### src/rtl/mawjr_pkg.sv
// Package: constants, widths, register codes and command type of the moving average unit.
`timescale 1ns / 1ps
`default_nettype none
package mawjr_pkg;
  localparam int MAX_WINDOW = 8;
  localparam int SAMPLE_W   = 32;
  localparam int WL_W       = 4;
  localparam int JL_W       = 31;
  localparam int FILL_W     = 4;
  localparam int PTR_W      = (MAX_WINDOW > 1) ? $clog2(MAX_WINDOW) : 1;
  localparam int CNT_W      = $clog2(MAX_WINDOW + 1);
  localparam int SUM_W      = SAMPLE_W + $clog2(MAX_WINDOW);
  localparam int DIFF_W     = SAMPLE_W + 1;
  localparam int DIV_STEPS  = (SUM_W + 3) / 4;
  localparam int DIV_W      = 4 * DIV_STEPS;
  localparam int STEP_W     = (DIV_STEPS > 1) ? $clog2(DIV_STEPS) : 1;
  localparam int PADDR_W    = 3;
  localparam int PDATA_W    = 32;

  localparam logic REG_WINDOW_LENGTH = 1'b0;
  localparam logic REG_JUMP_LIMIT    = 1'b1;

  localparam logic [WL_W-1:0] WL_RESET = 4'd8;
  localparam logic [JL_W-1:0] JL_RESET = 31'd655;

  typedef struct packed {
    logic capture;
    logic check;
    logic read_old;
    logic update;
    logic div_load;
    logic div_step;
    logic load_result;
  } mawjr_cmd_t;
endpackage
`default_nettype wire

### src/rtl/mawjr_if.sv
// Stream interfaces for sample items and result items.
`timescale 1ns / 1ps
`default_nettype none
interface mawjr_sample_if;
  logic               valid;
  logic               ready;
  logic signed [31:0] sample;
  modport source (output valid, output sample, input ready);
  modport sink (input valid, input sample, output ready);
endinterface

interface mawjr_result_if;
  logic               valid;
  logic               ready;
  logic signed [31:0] average;
  logic [3:0]         fill_count;
  modport source (output valid, output average, output fill_count, input ready);
  modport sink (input valid, input average, input fill_count, output ready);
endinterface
`default_nettype wire

### src/rtl/mawjr_ctrl.sv
// Controller: sequences one item through check, update, divide and result load.
`timescale 1ns / 1ps
`default_nettype none
module mawjr_ctrl (
  input  wire                   clk,
  input  wire                   rst,
  input  wire                   in_valid,
  output logic                  in_ready,
  output logic                  out_valid,
  input  wire                   out_ready,
  input  wire                   div_done,
  output mawjr_pkg::mawjr_cmd_t cmd
);
  import mawjr_pkg::*;

  localparam logic [2:0] ST_IDLE    = 3'd0;
  localparam logic [2:0] ST_CHECK   = 3'd1;
  localparam logic [2:0] ST_READ    = 3'd2;
  localparam logic [2:0] ST_WRITE   = 3'd3;
  localparam logic [2:0] ST_DIVLOAD = 3'd4;
  localparam logic [2:0] ST_DIV     = 3'd5;
  localparam logic [2:0] ST_FIX     = 3'd6;

  logic [2:0] state;
  logic [2:0] state_next;
  logic       out_valid_next;
  logic       result_free;

  assign in_ready    = (state == ST_IDLE);
  assign result_free = !out_valid || out_ready;

  always_comb begin
    state_next = state;
    cmd        = '0;
    unique case (state)
      ST_IDLE: begin
        if (in_valid) begin
          cmd.capture = 1'b1;
          state_next  = ST_CHECK;
        end
      end
      ST_CHECK: begin
        cmd.check  = 1'b1;
        state_next = ST_READ;
      end
      ST_READ: begin
        cmd.read_old = 1'b1;
        state_next   = ST_WRITE;
      end
      ST_WRITE: begin
        cmd.update = 1'b1;
        state_next = ST_DIVLOAD;
      end
      ST_DIVLOAD: begin
        cmd.div_load = 1'b1;
        state_next   = ST_DIV;
      end
      ST_DIV: begin
        cmd.div_step = 1'b1;
        if (div_done) begin
          state_next = ST_FIX;
        end
      end
      ST_FIX: begin
        // hold until the output register is free
        if (result_free) begin
          cmd.load_result = 1'b1;
          state_next      = ST_IDLE;
        end
      end
      default: begin
        state_next = ST_IDLE;
      end
    endcase
  end

  always_comb begin
    out_valid_next = out_valid;
    if (cmd.load_result) begin
      out_valid_next = 1'b1;
    end else if (out_ready) begin
      out_valid_next = 1'b0;
    end
  end

  always_ff @(posedge clk) begin
    if (rst) begin
      state     <= ST_IDLE;
      out_valid <= 1'b0;
    end else begin
      state     <= state_next;
      out_valid <= out_valid_next;
    end
  end
endmodule
`default_nettype wire

### src/rtl/mawjr_datapath.sv
// Datapath: sample ring, running sum, jump test and radix-16 divider by the fill count.
`timescale 1ns / 1ps
`default_nettype none
module mawjr_datapath (
  input  wire                                  clk,
  input  wire                                  rst,
  input  mawjr_pkg::mawjr_cmd_t                cmd,
  input  wire signed [mawjr_pkg::SAMPLE_W-1:0] sample,
  input  wire [mawjr_pkg::WL_W-1:0]            window_length,
  input  wire [mawjr_pkg::JL_W-1:0]            jump_limit,
  output logic                                 div_done,
  output logic signed [mawjr_pkg::SAMPLE_W-1:0] average,
  output logic [mawjr_pkg::FILL_W-1:0]         fill_count
);
  import mawjr_pkg::*;

  // window state
  logic signed [SAMPLE_W-1:0] ring [MAX_WINDOW];
  logic [PTR_W-1:0]           ptr;
  logic [CNT_W-1:0]           cnt;
  logic signed [SUM_W-1:0]    sum;
  logic signed [SAMPLE_W-1:0] newest;

  // per-item working registers
  logic signed [SAMPLE_W-1:0] s_reg;
  logic signed [DIFF_W-1:0]   diff;
  logic signed [DIFF_W-1:0]   ndiff;
  logic signed [SAMPLE_W-1:0] old;
  logic [DIV_W-1:0]           div_q;
  logic [CNT_W-1:0]           rem;
  logic [CNT_W-1:0]           divisor;
  logic                       neg;
  logic [STEP_W-1:0]          step;

  logic [CNT_W-1:0]           len;
  logic signed [DIFF_W-1:0]   lim;
  logic                       jump;
  logic                       drop;
  logic [CNT_W:0]             wr_sum;
  logic [PTR_W-1:0]           wr_addr;
  logic [PTR_W-1:0]           ptr_inc;
  logic [SUM_W-1:0]           mag;
  logic [CNT_W-1:0]           step_rem;
  logic [3:0]                 step_digit;
  logic [CNT_W:0]             trial;
  logic [SAMPLE_W-1:0]        quot;

  always_comb begin
    if (window_length == '0) begin
      len = CNT_W'(1);
    end else if (int'(window_length) > MAX_WINDOW) begin
      len = CNT_W'(MAX_WINDOW);
    end else begin
      len = CNT_W'(window_length);
    end
  end

  assign lim  = $signed({2'b00, jump_limit});
  assign jump = (cnt != '0) && ((diff > lim) || (ndiff > lim));

  // drop the oldest once the window has reached its length
  assign drop    = (cnt >= len);
  assign wr_sum  = (CNT_W + 1)'(ptr) + (CNT_W + 1)'(cnt);
  assign wr_addr = (wr_sum >= (CNT_W + 1)'(MAX_WINDOW)) ?
                   PTR_W'(wr_sum - (CNT_W + 1)'(MAX_WINDOW)) : PTR_W'(wr_sum);
  assign ptr_inc = (ptr == PTR_W'(MAX_WINDOW - 1)) ? '0 : ptr + PTR_W'(1);
  assign mag     = sum[SUM_W-1] ? SUM_W'(-sum) : SUM_W'(sum);

  // four restoring steps on the top digit of the dividend
  always_comb begin
    step_rem   = rem;
    step_digit = '0;
    trial      = '0;
    for (int i = 0; i < 4; i++) begin
      trial = {step_rem, div_q[DIV_W-1-i]};
      if (trial >= {1'b0, divisor}) begin
        step_digit[3-i] = 1'b1;
        trial           = trial - {1'b0, divisor};
      end
      step_rem = trial[CNT_W-1:0];
    end
  end

  assign div_done = (step == STEP_W'(DIV_STEPS - 1));
  assign quot     = div_q[SAMPLE_W-1:0];

  always_ff @(posedge clk) begin
    if (rst) begin
      ptr    <= '0;
      cnt    <= '0;
      sum    <= '0;
      newest <= '0;
    end else if (cmd.check) begin
      if (jump) begin
        ptr <= '0;
        cnt <= '0;
        sum <= '0;
      end
    end else if (cmd.read_old) begin
      sum <= sum + SUM_W'(s_reg);
    end else if (cmd.update) begin
      newest <= s_reg;
      if (drop) begin
        sum <= sum - SUM_W'(old);
        ptr <= ptr_inc;
      end else begin
        cnt <= cnt + CNT_W'(1);
      end
    end
  end

  always_ff @(posedge clk) begin
    if (cmd.read_old) begin
      old <= ring[ptr];
    end
  end

  always_ff @(posedge clk) begin
    if (cmd.update) begin
      ring[wr_addr] <= s_reg;
    end
  end

  always_ff @(posedge clk) begin
    if (cmd.capture) begin
      s_reg <= sample;
      diff  <= DIFF_W'(sample) - DIFF_W'(newest);
      ndiff <= DIFF_W'(newest) - DIFF_W'(sample);
    end
    if (cmd.div_load) begin
      neg     <= sum[SUM_W-1];
      div_q   <= DIV_W'(mag);
      rem     <= '0;
      divisor <= cnt;
      step    <= '0;
    end else if (cmd.div_step) begin
      div_q <= {div_q[DIV_W-5:0], step_digit};
      rem   <= step_rem;
      step  <= step + STEP_W'(1);
    end
    if (cmd.load_result) begin
      average    <= neg ? $signed(-quot) : $signed(quot);
      fill_count <= FILL_W'(cnt);
    end
  end
endmodule
`default_nettype wire

### src/rtl/moving_average_with_jump_reset_unit.sv
// The unit takes one sample item at a time and takes no new item until its result is loaded.
// Each item runs through the jump check, the window update and a radix-16 divide by the fill count.
// A finished result waits in the output register while the next item is taken.
// Reset (rst, synchronous, active high) empties the window, clears sum and last sample,
// and sets window_length to 8 and jump_limit to 655. The sample ring itself is not cleared.
`timescale 1ns / 1ps
`default_nettype none
module moving_average_with_jump_reset_unit (
  input  wire                                 clk,
  input  wire                                 rst,
  input  wire                                 psel,
  input  wire                                 penable,
  input  wire                                 pwrite,
  input  wire [mawjr_pkg::PADDR_W-1:0]        paddr,
  input  wire [mawjr_pkg::PDATA_W-1:0]        pwdata,
  output logic [mawjr_pkg::PDATA_W-1:0]       prdata,
  output logic                                pready,
  mawjr_sample_if.sink                        samples,
  mawjr_result_if.source                      results
);
  import mawjr_pkg::*;

  logic [WL_W-1:0] window_length;
  logic [JL_W-1:0] jump_limit;
  logic            reg_sel;
  logic            wr_en;
  logic            div_done;
  mawjr_cmd_t      cmd;

  assign pready  = 1'b1;
  assign reg_sel = paddr[2];
  assign wr_en   = psel && penable && pwrite && pready;

  always_ff @(posedge clk) begin
    if (rst) begin
      window_length <= WL_RESET;
      jump_limit    <= JL_RESET;
    end else if (wr_en) begin
      unique case (reg_sel)
        REG_WINDOW_LENGTH: window_length <= pwdata[WL_W-1:0];
        REG_JUMP_LIMIT:    jump_limit    <= pwdata[JL_W-1:0];
        default:           window_length <= window_length;
      endcase
    end
  end

  always_comb begin
    unique case (reg_sel)
      REG_WINDOW_LENGTH: prdata = PDATA_W'(window_length);
      REG_JUMP_LIMIT:    prdata = PDATA_W'(jump_limit);
      default:           prdata = '0;
    endcase
  end

  mawjr_ctrl u_ctrl (
    .clk       (clk),
    .rst       (rst),
    .in_valid  (samples.valid),
    .in_ready  (samples.ready),
    .out_valid (results.valid),
    .out_ready (results.ready),
    .div_done  (div_done),
    .cmd       (cmd)
  );

  mawjr_datapath u_datapath (
    .clk           (clk),
    .rst           (rst),
    .cmd           (cmd),
    .sample        (samples.sample),
    .window_length (window_length),
    .jump_limit    (jump_limit),
    .div_done      (div_done),
    .average       (results.average),
    .fill_count    (results.fill_count)
  );
endmodule
`default_nettype wire

### src/flat_wrapper.sv
// flat-port wrapper written by rule: the top's interface ports become plain ports
module moving_average_with_jump_reset_unit_flat import mawjr_pkg::*;
  (clk, rst, psel, penable, pwrite, paddr, pwdata, prdata, pready, samples_valid, samples_sample, samples_ready, results_valid, results_average, results_fill_count, results_ready);
  mawjr_sample_if samples_i ();
  mawjr_result_if results_i ();
  input  wire clk;
  input  wire rst;
  input  wire psel;
  input  wire penable;
  input  wire pwrite;
  input  wire [mawjr_pkg::PADDR_W-1:0] paddr;
  input  wire [mawjr_pkg::PDATA_W-1:0] pwdata;
  output logic [mawjr_pkg::PDATA_W-1:0] prdata;
  output logic pready;
  input wire logic [$bits(samples_i.valid)-1:0] samples_valid;
  input wire logic [$bits(samples_i.sample)-1:0] samples_sample;
  output wire logic [$bits(samples_i.ready)-1:0] samples_ready;
  output wire logic [$bits(results_i.valid)-1:0] results_valid;
  output wire logic [$bits(results_i.average)-1:0] results_average;
  output wire logic [$bits(results_i.fill_count)-1:0] results_fill_count;
  input wire logic [$bits(results_i.ready)-1:0] results_ready;
  assign samples_i.valid = samples_valid;
  assign samples_i.sample = samples_sample;
  assign samples_ready = samples_i.ready;
  assign results_valid = results_i.valid;
  assign results_average = results_i.average;
  assign results_fill_count = results_i.fill_count;
  assign results_i.ready = results_ready;
  moving_average_with_jump_reset_unit u_core (.clk(clk), .rst(rst), .psel(psel), .penable(penable), .pwrite(pwrite), .paddr(paddr), .pwdata(pwdata), .prdata(prdata), .pready(pready), .samples(samples_i), .results(results_i));
endmodule
### config.mk
export PLATFORM = sky130hd
export DESIGN_NAME = moving_average_with_jump_reset_unit_flat
export DESIGN_NICKNAME = d
export VERILOG_FILES = /design/src/rtl/mawjr_pkg.sv /design/src/rtl/mawjr_if.sv /design/src/rtl/mawjr_ctrl.sv /design/src/rtl/mawjr_datapath.sv /design/src/rtl/moving_average_with_jump_reset_unit.sv /design/src/flat_wrapper.sv
export SDC_FILE = /design/constraint.sdc
export NUM_CORES = 1
export LEC_CHECK = 0
export ABC_CLOCK_PERIOD_IN_PS = 6300
export BUFFER_PORTS_ARGS = -buffer_cell sky130_fd_sc_hd__buf_2
export CAP_MARGIN = 20
export CORE_MARGIN = 1.5
export CORE_UTILIZATION = 49
export CTS_CLUSTER_SIZE = 40
export DETAILED_ROUTE_END_ITERATION = 10
export PLACE_DENSITY = 0.73
export REMOVE_ABC_BUFFERS = 1
export SYNTH_ARGS = -nofsm -noshare
export SYNTH_HDL_FRONTEND = slang
export SYNTH_SLANG_ARGS = --single-unit
### constraint.sdc
create_clock -name clk -period 6.3 [get_ports clk]
set_input_delay 0.945 -clock clk [delete_from_list [all_inputs] [get_ports clk]]
set_output_delay 0.945 -clock clk [all_outputs]
set_load 0.02 [all_outputs]
Word level (Yosys, flattened, before mapping)
Memories as Yosys holds them, arrays and structs flattened. A register that Yosys moved wholly into a read port is not among the register bits. Index checks and enable logic that the tools add are counted.

Output and inout port bits: 71. Latch bits: 0. RAM bits: 256. Memories: 1. Flip-flop bits (word level): 296. Input bits: 74. ROM bits: 0.

Reduce and logical (&&, ||, !) cells: 22. Div/mod/pow operators: 0. Order comparisons: 9. Add/sub/neg operators: 15. Bitwise operators: 3. $mul: 0. Mux-type cells: 49. Shift operators: 0. Eq/ne operators: 14.

Memories: u_core.u_datapath.ring (words 8, bits a word 32, rd ports 1, clocked after Yosys merged registers in 1, write ports 1, line mawjr_datapath.sv:18) `logic signed [SAMPLE_W-1:0] ring [MAX_WINDOW];`.

Operators by type and width (count): $mux W35 (8); $gt A33 B32 Y1 (2); $sub A32 B32 Y33 (2); $pmux W32 S2 (1); $mux W4 (11); $add A35 B32 Y35 (1); $neg A35 Y35 (1); $sub A35 B32 Y35 (1); $mux W32 (1); $neg A32 Y32 (1); $mux W3 (10); $pmux W3 S7 (1); $ge A5 B4 Y1 (4); $mux W1 (17); $sub A4 B4 Y4 (4); $eq A3 B3 Y1 const B (4); $reduce_and A3 Y1 (3); $add A4 B1 Y4 const B (2); $reduce_and A4 Y1 (2); $reduce_bool A2 Y1 (4); $eq A3 B2 Y1 const B (2); $ne A2 B1 Y1 const B (3); $ne A2 B2 Y1 const B (3); $reduce_bool A3 Y1 (2); other kinds (16) (22).

Longest topological paths before layout
Gate-level depths: netlist of run 1.

Word-level depth: 10. Mapped depth: 30. Gate-level depth less buffers: 30.

By module
A second synthesis of run 1 with hierarchy kept.

Cells, all modules: 2693. Area, all modules: 31054.8 sq um.

Modules (own cells, without submodules): mawjr_datapath (cells an instance 2471, instances 1, area an instance 28992.8 sq um, seq. area each 15504.9 sq um); moving_average_with_jump_reset_unit (cells an instance 191, instances 1, area an instance 1819.2 sq um, seq. area each 700.7 sq um); mawjr_ctrl (cells an instance 31, instances 1, area an instance 242.7 sq um, seq. area each 80.1 sq um).

Least setup slack after synthesis of run 1
No wires, ideal clock.

Kind: reg-to-reg. From: register u_core.u_datapath.divisor[1]. To: register u_core.u_datapath.rem[0]. Period minus slack after synthesis: 6.848 ns. Data arrival time: 6.773 ns. Required time: 6.225 ns. Cell stages (with the launch flop): 31. Path slack: -0.548 ns. Library setup time: 0.075 ns. Cell sequence: edfxtp_1 inv_1 ha_1 nor2b_1 o21ai_0 a21boi_0 nor2_1 mux2_2 inv_1 ha_1 nor2b_1 o21ai_0 nand2b_1 a211oi_1 mux2_2 inv_1 ha_1 o21ai_0 nand2b_1 a21o_1 a221o_1 a211oi_1 mux2i_1 ha_1 o21ai_0 nand2b_1 a21o_1 a21oi_1 o211ai_1 mux2_2 o21ai_0.

Cells in the longest elaborated chain, start to end: 8.

RTL lines: start, declared (line mawjr_datapath.sv:31) `logic [CNT_W-1:0] divisor;`; start signal, assigned (line mawjr_datapath.sv:134) `divisor <= cnt;`; $sub A4 B4 Y4 / $ge A5 B4 Y1 (equally long branches) (line mawjr_datapath.sv:78, mawjr_datapath.sv:76); $mux W4 (line mawjr_datapath.sv:76) `if (trial >= {1'b0, divisor}) begin`; $sub A4 B4 Y4 / $ge A5 B4 Y1 (equally long branches) (line mawjr_datapath.sv:78, mawjr_datapath.sv:76); $mux W4 (line mawjr_datapath.sv:76); $sub A4 B4 Y4 / $ge A5 B4 Y1 (equally long branches) (line mawjr_datapath.sv:78, mawjr_datapath.sv:76); $mux W4 (line mawjr_datapath.sv:76); $ge A5 B4 Y1 * (line mawjr_datapath.sv:76); $mux W4 * (line mawjr_datapath.sv:76); end signal, assigned (line mawjr_datapath.sv:138) `rem <= step_rem;`; end, declared (line mawjr_datapath.sv:30) `logic [CNT_W-1:0] rem;`.

Every way passes the cells marked *; elsewhere a longest branch is shown, timed or not. A chain may end at the register's enable or synchronous reset.

Worst setup path after layout of run 1
From: register u_core.u_datapath.divisor[1]. To: register u_core.u_datapath.rem[3].

Cells in the longest elaborated chain, start to end: 8.

RTL lines (line): $sub A4 B4 Y4 / $ge A5 B4 Y1 (equally long branches) (mawjr_datapath.sv:78, mawjr_datapath.sv:76); $mux W4 (mawjr_datapath.sv:76); $sub A4 B4 Y4 / $ge A5 B4 Y1 (equally long branches) (mawjr_datapath.sv:78, mawjr_datapath.sv:76); $mux W4 (mawjr_datapath.sv:76); $ge A5 B4 Y1 / $sub A4 B4 Y4 (equally long branches) (mawjr_datapath.sv:76, mawjr_datapath.sv:78); $mux W4 (mawjr_datapath.sv:76); $sub A4 B4 Y4 / $ge A5 B4 Y1 (equally long branches) (mawjr_datapath.sv:78, mawjr_datapath.sv:76); $mux W4 * (mawjr_datapath.sv:76).

Marks and branches as above.

==> metrics.txt, run 1 <==
final worst-path cycle share=94.19%; die height=252.2 um; switching power=3.040 mW; simple-gate share of the synthesized area=10.73%; post-layout util=55.57%; met2 Use GR=37.33%; DR WL/cell=20.19 um; Detail Route Antenna Nets=0; share of layout cells above drive strength 1=15.29%; Via Count=20.97k; met3 usage=2.915%; Initial Util=49.49%; Post-synth EDFFs=461; worst-case clock skew=67.32 ps; crit path time final=5934 ps; final wirelength=72760 um; dominant synthesized flop cell=edfxtp_1; fmax=168.5 MHz; distinct cell type count after synthesis=77; Placed Area=32080 um2; Max-Cap Viols=0; LEAKAGE=12.78 nW; largest stage delay on the critical path=410 ps; Final Cell Area=34170 um2; Startpoint Class=flop; max reg flops=256; adder-cell share of the synthesized area=8.298%; commonest non-fill, non-tap cell in the layout=edfxtp_1; clock share of power=33.5%; global-route wire length before repair=113500 um; H-tree Lvls=2; largest family of logic cells by synthesized area=compound AO/OA/AOI/OAI gates; Flop pwr share=44.2%; Synth Area in Compound Gates=12.35%; Worst path top cell family by delay=compound AO/OA/AOI/OAI gates; Final #Nets=3032; gr usage total=22.70%; global routing's busiest layer=met2; combinational power share=22.2%; Slew HR=30.92%; Top-Level Pins=145; net switching fraction of the power=29.07%; Final HPWL DP=51120 um; outcome=complete, no violations; initial antenna violation count=2; Die Area=63600 um2; Slew Viols, Final=0; flops & latches, synth=583; DR pass1 iterations=7; # clock sinks=583; unrepaired setup endpoints after global routing=false; root buf cell=clkbuf_16; Longest Clk Path Bufs=3; sequential cell area fraction in the yosys report=53.52%; CTS tree=yes; class of the worst hold path=reg -> reg; core outline area=61480 um2; Final setup viols=0; top flop regs=u_core.u_datapath.ring x256, u_core.u_datapath.div_q x36, u_core.u_datapath.sum x35; DRC=0; fraction of registers with async set/reset=0%; fill cell count=5049; latest clock arrival within the worst-skew pair=670 ps; Via density=5.817; Std-Cell Rows=91; Post-Syn Area per Cell=11.62 um2; Port-buffer cells=139; worst path bufs/invs=6; Largest Register=u_core.u_datapath.ring; PD cells=306.1 nW/um2; Crit Path Category=reg -> reg; Setup WS pre-CTS=50.49 ps; vias in the first global route=20.42k; Internal=7.418 mW; Crit path arrival time=6460 ps; Die Wd=252.2 um; final hold violation count=0; mapped cell area=30430 um2; Syn. warnings=0; mux cell area share after synthesis=6.789%; fin worst setup slack=365.8 ps; Overall Power=10.46 mW; most frequent cells in the layout=461 x edfxtp_1, 316 x nand2_1, 188 x ha_1, 173 x a21oi_1, 165 x o21ai_0; Critical Path Fanout Max=6; Layout area overhead=12.30%; CP required=6830 ps; Post-Synthesis Cells=2618; Crit-path slowest cell=edfxtp_1; Clk pin slew, worst setup/hold paths=60 ps; element type at the critical path end=flop; total CTS buffers=61; GR Overflow Total=0; Placer Congestion=0.9018; met1 Resource Use GR=31.48%; maximum VDD drop=240.3 uV; xor-xnor portion of the synthesized cell area=5.153%; largest net degree at the start of global routing=80; Initial DRC Count=1738; actual slew at the worst max-slew pin=1036 ps
==> cells in the mapped netlist (10+ instances only) <==
library cell / number / area (um2)
xnor2_1: 101 / 884.6
nor2_1: 106 / 397.9
and2_1: 32 / 200.2
o211ai_1: 10 / 75.07
o21a_1: 12 / 90.09
mux2_2: 43 / 484.2
o31ai_1: 27 / 202.7
nand4_1: 25 / 156.4
nand2b_1: 32 / 200.2
edfxtp_1: 461 / 13840
buf_1: 10 / 37.54
nor3_1: 26 / 130.1
clkbuf_1: 94 / 352.8
a21o_1: 73 / 548.0
or4_1: 12 / 90.09
nor2b_1: 19 / 118.9
a22o_1: 13 / 113.9
mux4_2: 64 / 1441
a21oi_1: 174 / 870.8
inv_1: 140 / 525.5
a21boi_0: 11 / 82.58
o21ai_0: 168 / 840.8
xor2_1: 78 / 683.2
or3_1: 16 / 100.1
ha_1: 189 / 2365
nor4_1: 17 / 106.4
dfxtp_1: 122 / 2442
a211oi_1: 10 / 75.07
mux2i_1: 14 / 140.1
o21bai_1: 18 / 135.1
nand2_1: 316 / 1186
nand3_1: 45 / 225.2
==> layer usage <==
layer	wire length [um]	vias up
met4	1826	0
met1	31830	10240
met2	34810	670
li1	-	9933
met3	4299	128
met5	0	-
==> tightest hold or removal path: stages (launching register included) <==
cell and delay, ps:
dfxtp_1 330, nand2_1 50, o21ai_0 60
==> worst paths after layout <==
check / startpoint / endpoint / slack (ps) / depth (start not counted)
setup / recovery: u_core.u_datapath.divisor[1]$_DFFE_PP_ / u_core.u_datapath.rem[3]$_SDFFE_PP0P_ / 370 / 29
hold / removal: u_core.u_datapath.rem[3]$_SDFFE_PP0P_ / u_core.u_datapath.rem[3]$_SDFFE_PP0P_ / 470 / 2
setup reg to reg: u_core.u_datapath.divisor[1]$_DFFE_PP_ / u_core.u_datapath.rem[3]$_SDFFE_PP0P_ / 370 / 29
hold reg to reg: u_core.u_datapath.rem[3]$_SDFFE_PP0P_ / u_core.u_datapath.rem[3]$_SDFFE_PP0P_ / 470 / 2
==> per-stage QoR <==
step / instances / TNS [ps] / hold WS [ps]
after global routing: 3604 / 0 / 466.6
after global placement: 3482 / 0 / 455.4
after detailed placement: 3482 / 0 / 452.2
final: 3604 / 0 / 471.5
after CTS: 3597 / 0 / 461.1
after floorplan: 2511 / -149420 / 425.7
==> final cells by class <==
| class | instances | area, um2 | share of cell area, % |
|---|---|---|---|
| Clock buffer | 74 | 1585 | 4.639 |
| Clock inverter | 41 | 367.9 | 1.077 |
| Multi-Input combinational cell | 1784 | 13310 | 38.95 |
| Sequential cell | 583 | 16290 | 47.68 |
| Antenna cell | 1 | 2.502 | 0.007324 |
| Timing Repair Buffer | 187 | 1084 | 3.171 |
| Tap cell | 790 | 988.4 | 2.893 |
| Inverter | 144 | 540.5 | 1.582 |
==> logic make-up (layout without fill, tap and decap cells) <==
kind of cell    after synthesis  after routing
other cells                   2              3
fa+ha+maj                   197            197
flops                       583            583
buf+inv                     251            446
xor+xnor                    179            179
simple gates                688            688
compound gates              597            597
mux                         121            121
==> timing repair <==
action,in CTS,in global routing
gates resized for setup,0,16
endpoints found under the setup margin,0,5
buffers inserted,0,2
hold buffers,0,0
==> power groups by stage <==
stage	logic (mW)	clock network, mW	registers, mW
floorplan	1.56	0	4.64
finish	2.32	3.51	4.63
CTS	2.22	3.57	4.63
global placement	2.16	0	4.69
global route	2.58	3.72	4.65
detailed placement	2.21	0	4.70
No activity file was read; power rests on OpenSTA's default activity.
==> run 2: changes to the inputs <==
--- a/config.mk
+++ b/config.mk
@@ -5,6 +5,7 @@
 export SDC_FILE = /design/constraint.sdc
 export NUM_CORES = 1
 export LEC_CHECK = 0
+export ABC_AREA = 1
 export ABC_CLOCK_PERIOD_IN_PS = 6300
 export BUFFER_PORTS_ARGS = -buffer_cell sky130_fd_sc_hd__buf_2
 export CAP_MARGIN = 20
==> run 2 against run 1 <==
Global-route usage grew 2.4 points. Via count grew 22%. Count of clock-buffer cells in the layout rose by 4. Final cell count increased by 29%. Fmax grew 4.0%. Total power rose by 20%. Largest power group unchanged. Utilization is 0.37 points lower. Combinational power up 77%.
==> metrics.txt, run 2 <==
combinational power share=32.7% (+11 points); maximum VDD drop=343.9 uV (+43%); largest stage delay on the critical path=460 ps (+50 ps); unrepaired setup endpoints after global routing=false; cts hold-fix bufs=0 (unchanged); distinct cell type count after synthesis=61 (-21%); flops & latches, synth=583 (unchanged); H-tree Lvls=2 (unchanged); Die Area=67450 um2 (+6.1%); root buf cell=clkbuf_16; crit path time final=5704 ps (-230.2 ps); Via Count=25.53k (+22%); outcome=complete, no violations; Max-Cap Viols=0 (unchanged); Critical Path Fanout Max=7 (+1); Largest Register=u_core.u_datapath.ring; Initial Util=49.82% (+0.34 points); Crit-path slowest cell=edfxtp_1; Final setup viols=0 (unchanged); most frequent cells in the layout=556 x nor2_1, 489 x nand2_1, 461 x edfxtp_1, 414 x inv_1, 356 x o21ai_0; actual slew at the worst max-slew pin=998.0 ps (-38.22 ps); Crit path arrival time=6050 ps (-410 ps); commonest non-fill, non-tap cell in the layout=nor2_1; final hold violation count=0 (unchanged); DR pass1 iterations=6 (-1); Port-buffer cells=139 (unchanged); latest clock arrival within the worst-skew pair=680 ps (about the same); # clock sinks=583 (unchanged); PD cells=350.6 nW/um2 (+15%); Syn. warnings=0 (unchanged); clock share of power=28.1% (-5.4 points); vias in the first global route=23.86k (+17%); Initial DRC Count=2318 (+33%); final wirelength=86040 um (+18%); synth top area cells=edfxtp_1 43%, dfxtp_1 7.6%, ha_1 7.3%; total CTS buffers=59 (-3.3%); Post-synth EDFFs=461 (unchanged); CTS tree=yes; fin worst setup slack=596.0 ps (+230.2 ps); max reg flops=256 (unchanged); CP required=6650 ps (-180 ps); Setup Buffers After CTS=0 (unchanged); fill cell count=5781 (+14%); Clk pin slew, worst setup/hold paths=60 ps (about the same); gr usage total=25.06% (+2.4 points); mapped cell area=32290 um2 (+6.1%); Final HPWL DP=62510 um (+22%); dominant synthesized flop cell=edfxtp_1; Crit Path Category=reg -> reg; initial antenna violation count=2 (unchanged); most frequent cells after synthesis=565 x nor2_1, 491 x nand2_1, 461 x edfxtp_1; Top-Level Pins=145 (unchanged); Post-Synthesis Cells=3624 (+38%); Setup WS pre-CTS=343.7 ps (+293.2 ps); worst-case clock skew=60.35 ps (-6.969 ps); share of layout cells above drive strength 1=8.920% (-6.4 points); Post-Syn Area per Cell=8.911 um2 (-23%); element type at the critical path end=flop; Worst path top cell family by delay=compound AO/OA/AOI/OAI gates; Die Wd=259.7 um (+3.0%); fraction of registers with async set/reset=0% (unchanged); final worst-path cycle share=90.54% (-3.7 points); post-CTS sizing=0 (unchanged); DRC=0 (unchanged); Synth area leader=edfxtp_1; post-layout util=55.20% (-0.37 points); sequential cell area fraction in the yosys report=50.43% (-3.1 points); top flop regs=u_core.u_datapath.ring x256, u_core.u_datapath.div_q x36, u_core.u_datapath.sum x35; die height=259.7 um (+3.0%); Reg2Reg Setup Slack=600 ps (+230 ps); core outline area=64810 um2 (+5.4%); top cell type's share of synthesized area=42.87% (-2.6 points); Final #Nets=3998 (+32%); class of the worst hold path=reg -> reg; Via density=5.508 (-5.3%); Slew HR=33.31% (+2.4 points); GR Overflow Total=0 (unchanged); Flop pwr share=39.3% (-4.9 points); setup TNS=0 ps (unchanged); Placer Congestion=0.9727 (+7.9%); global-route wire length before repair=132200 um (+16%); Layout area overhead=10.80%; met2 Use GR=40.27% (+2.9 points); LEAKAGE=14.58 nW (+14%); Std-Cell Rows=93 (+2.2%); Longest Clk Path Bufs=3 (unchanged); Internal=7.929 mW (+6.9%); worst hold slack=466.4 ps (-5.069 ps); count leader, synth=nor2_1; net switching fraction of the power=36.79% (+7.7 points); worst path bufs/invs=3 (-3); fmax=175.3 MHz (+4.0%); met3 usage=3.080% (+0.17 points); global routing's busiest layer=met2; DR WL/cell=18.56 um (-8.1%); Slew Viols, Final=0 (unchanged); switching power=4.614 mW (+52%); Startpoint Class=flop; largest net degree at the start of global routing=85 (+6.3%); Detail Route Antenna Nets=0 (unchanged); met1 Resource Use GR=35.75% (+4.3 points)
-- run 2: cell types whose count changed after synthesis, sizes merged, moves of 32 or more --
cell	previous run	this run
a31oi	7	49
nor2	106	586
xnor2	101	32
nand2	316	500
and2	32	0
xor2	78	126
o21ai	171	388
o22ai	1	33
a21oi	174	301
a21o	73	10
nand3	46	83
mux4	64	0
inv	140	426
mux2	43	0
-- run 2: path summary, 6_finish.rpt --
kind,startpoint,end,cells after the start
worst max-delay path,u_core.u_datapath.divisor[1]$_DFFE_PP_,u_core.u_datapath.div_q[0]$_DFFE_PN_,32
worst min-delay path,u_core.u_datapath.rem[3]$_SDFFE_PP0P_,u_core.u_datapath.rem[3]$_SDFFE_PP0P_,2
worst max register to register,u_core.u_datapath.divisor[1]$_DFFE_PP_,u_core.u_datapath.div_q[0]$_DFFE_PN_,32
worst min register to register,u_core.u_datapath.rem[3]$_SDFFE_PP0P_,u_core.u_datapath.rem[3]$_SDFFE_PP0P_,2
-- run 2: metrics by stage --
| step | area [um2] | power, mW | instances |
|---|---|---|---|
| final | 35780 | 12.54 | 4635 |
| after global routing | 35780 | 13.31 | 4635 |
| after CTS | 35760 | 12.49 | 4632 |
| after detailed placement | 33830 | 8.978 | 4520 |
| after global placement | 33830 | 8.937 | 4520 |
| after floorplan | 31780 | 7.866 | 3499 |
-- run 2: power groups by stage --
stage	sequential [mW]	clock [mW]	combinational (mW)
floorplan	4.88	0	2.99
global placement	4.99	0	3.94
detailed placement	5.00	0	3.98
CTS	4.92	3.57	4.00
global route	4.96	3.72	4.63
finish	4.93	3.52	4.10
-- run 2: cell families (layout without fill, tap and decap cells) --
kind of cell / after synthesis / after routing / share of synthesized area [%]
AND/OR/NAND/NOR: 1289 / 1290 / 16.82
AO/OA/AOI/OAI: 843 / 843 / 14.05
flip-flops: 583 / 583 / 50.43
buffers and inverters: 552 / 705 / 6.567
adder cells (fa/ha/maj): 197 / 197 / 7.819
XOR/XNOR: 158 / 158 / 4.285
other: 2 / 4 / 0.02326
-- run 2: tightest hold or removal path: stages (launching register included) --
cell	delay [ps]
dfxtp_1	310
nand2_1	60
o21ai_1	50
-- run 2: metal layers --
layer	routed length, um	vias up
met5	0	-
met4	2001	0
met3	5543	124
met2	39480	824
met1	39020	12090
li1	-	12490
-- run 2: cell type report --
cell class	instances	area, um2	area share, %
tap	855	1070	2.990
inverter	427	1605	4.487
clock buffer	78	1568	4.382
sequential	583	16290	45.53
antenna	2	5.005	0.01399
timing repair buffer	166	898.4	2.511
multi-input combinational	2490	13970	39.05
clock inverter	34	369.1	1.032
==> run 3: changes to the inputs <==
--- a/config.mk
+++ b/config.mk
@@ -9,11 +9,13 @@
 export ABC_CLOCK_PERIOD_IN_PS = 6300
 export BUFFER_PORTS_ARGS = -buffer_cell sky130_fd_sc_hd__buf_2
 export CAP_MARGIN = 20
+export CELL_PAD_IN_SITES_DETAIL_PLACEMENT = 0
+export CELL_PAD_IN_SITES_GLOBAL_PLACEMENT = 1
 export CORE_MARGIN = 1.5
-export CORE_UTILIZATION = 49
+export CORE_UTILIZATION = 44
 export CTS_CLUSTER_SIZE = 40
 export DETAILED_ROUTE_END_ITERATION = 10
-export PLACE_DENSITY = 0.73
+export PLACE_DENSITY = 0.82
 export REMOVE_ABC_BUFFERS = 1
 export SYNTH_ARGS = -nofsm -noshare
 export SYNTH_HDL_FRONTEND = slang
==> run 3 against run 2 <==
Clock skew decreased by 31 ps. Worst setup slack got worse by 20 ps. Fmax fell by 0.34%. Flip-flop and latch count did not move. Register-to-register slack worse by 20 ps. Wire length rose by 2.4%. Non-clock buffer count is 1 higher. Die area rose by 11%. Largest power group unchanged. Highest routed layer unchanged.
==> metrics.txt, run 3 (same netlist as run 2, synthesis figures left out) <==
Final setup viols=0 (unchanged); Die Area=75030 um2 (+11%); core outline area=72830 um2 (+12%); actual slew at the worst max-slew pin=986.5 ps (-11.44 ps); max reg flops=256 (unchanged); Via density=5.340 (-3.1%); Layout area overhead=11.96%; Setup Buffers After CTS=0 (unchanged); Std-Cell Rows=99 (+6.5%); Die Wd=273.9 um (+5.5%); PD cells=355.7 nW/um2 (+1.5%); Clk pin slew, worst setup/hold paths=60 ps (about the same); DR pass1 iterations=6 (unchanged); final wirelength=88140 um (+2.4%); Final #Nets=4005 (+0.18%); Slew HR=34.08% (+0.76 points); Crit-path slowest cell=edfxtp_1; Setup WS pre-CTS=281.8 ps (-61.99 ps); Initial Util=44.34% (-5.5 points); Inst Count DP=4624 (+2.3%); share of layout cells above drive strength 1=9.295% (+0.37 points); fmax=174.7 MHz (-0.34%); latest clock arrival within the worst-skew pair=630 ps (-50 ps); cts hold-fix bufs=0 (unchanged); CP required=6620 ps (-30 ps); gr usage total=23.33% (-1.7 points); fill cell count=6950 (+20%); Worst path top cell family by delay=simple AND/OR/NAND/NOR gates; largest net degree at the start of global routing=69 (-19%); Slew Viols, Final=0 (unchanged); total CTS buffers=66 (+12%); root buf cell=clkbuf_16; final hold violation count=0 (unchanged); element type at the critical path end=flop; Max-Cap Viols=0 (unchanged); Crit Path Category=reg -> reg; worst hold slack=477.0 ps (+10.54 ps); most frequent CP cell=nand2_1; Final HPWL DP=63440 um (+1.5%); worst-case clock skew=29.77 ps (-30.58 ps); die height=273.9 um (+5.5%); area of the multi-input gates=13980 um2 (about the same); Via Count=25.35k (-0.71%); final worst-path cycle share=90.85% (+0.31 points); H-tree Lvls=3 (+1); Initial DRC Count=2231 (-3.8%); Top-Level Pins=145 (unchanged); Crit path arrival time=6050 ps (about the same); fin worst setup slack=576.4 ps (-19.61 ps); DRC=0 (unchanged); class of the worst hold path=reg -> reg; worst path bufs/invs=3 (unchanged); Sequential Area=16290 um2 (unchanged); initial antenna violation count=2 (unchanged); commonest non-fill, non-tap cell in the layout=nor2_1; CTS tree=yes; final std cells w/o fill=4747 (+2.4%); # clock sinks=583 (unchanged); crit path time final=5724 ps (+19.61 ps); Overall Power=12.86 mW (+2.5%); top flop regs=u_core.u_datapath.ring x256, u_core.u_datapath.div_q x36, u_core.u_datapath.sum x35; most frequent cells in the layout=556 x nor2_1, 489 x nand2_1, 461 x edfxtp_1, 414 x inv_1, 356 x o21ai_0; setup TNS=0 ps (unchanged); vias in the first global route=23.91k (+0.18%); Longest Clk Path Bufs=3 (unchanged); DR WL/cell=18.57 um (about the same); GR Overflow Total=0 (unchanged); global-route wire length before repair=135300 um (+2.3%); Critical Path Fanout Max=9 (+2); largest stage delay on the critical path=480 ps (+20 ps); Detail Route Antenna Nets=0 (unchanged); Port-buffer cells=139 (unchanged); maximum VDD drop=285.8 uV (-17%); Placer Congestion=0.9910 (+1.9%); LEAKAGE=14.71 nW (+0.87%); Startpoint Class=flop; outcome=complete, no violations; Largest Register=u_core.u_datapath.ring
[run 3: changes by cell type in the layout (fill, tap and decap cells not counted), sizes merged]
cell      before  now
nand3         84   83
clkinvlp       3    2
inv          426  431
buf          166  167
clkbuf        78   82
diode          2    1
bufinv         5    6
[run 3: metrics by stage]
step / area [um2] / util (%)
floorplan: 31780 / -
global placement: 33960 / 46.62
detailed placement: 33960 / 46.62
CTS: 36110 / 49.58
global route: 36150 / 49.64
finish: 36160 / 49.64
[run 3: area by class of cell]
type	count	share of cell area (%)
Sequential cell	583	45.06
Clock buffer	82	4.734
Inverter	427	4.440
Antenna cell	1	0.006921
Timing Repair Buffer	167	2.561
Tap cell	959	3.319
Multi-Input combinational cell	2489	38.67
Clock inverter	39	1.218
[run 3: what timing repair did]
| item | 4_1_cts | 5_1_grt |
|---|---|---|
| setup endpoints to repair | 0 | 5 |
| resized for setup | 0 | 7 |
| hold endpoints to repair | 0 | 0 |
[run 3: worst paths after layout]
kind | end | from | cells after the start | slack [ps]
setup / recovery | u_core.u_datapath.div_q[0]$_DFFE_PN_ | u_core.u_datapath.divisor[1]$_DFFE_PP_ | 33 | 580
hold / removal | u_core.u_datapath.rem[3]$_SDFFE_PP0P_ | u_core.u_datapath.rem[3]$_SDFFE_PP0P_ | 2 | 480
setup reg to reg | u_core.u_datapath.div_q[0]$_DFFE_PN_ | u_core.u_datapath.divisor[1]$_DFFE_PP_ | 33 | 580
hold reg to reg | u_core.u_datapath.rem[3]$_SDFFE_PP0P_ | u_core.u_datapath.rem[3]$_SDFFE_PP0P_ | 2 | 480
[run 3: worst min-delay path, delay by kind of cell (launching register included)]
| family | cells | cell delay, ps |
|---|---|---|
| AOI/OAI and AO/OA | 1 | 50 |
| DFF | 1 | 320 |
| and+or+nand+nor | 1 | 70 |
[run 3: metal layers]
metal | wire, um | up-vias | track usage, % | share of wire [%]
met5 | 0 | - | 0 | 0
met4 | 2578 | 0 | 7.157 | 2.9
met3 | 6011 | 147 | 3.748 | 6.8
met2 | 39530 | 747 | 37.08 | 45
met1 | 40020 | 11920 | 32.68 | 45
li1 | - | 12530 | - | -
[run 3: report_power, final]
group,internal (mW),switching (mW),total (mW),leakage (nW)
logic,1.40,2.69,4.09,8.46
registers,4.57,0.366,4.93,5.20
clock network,2.21,1.62,3.84,1.05
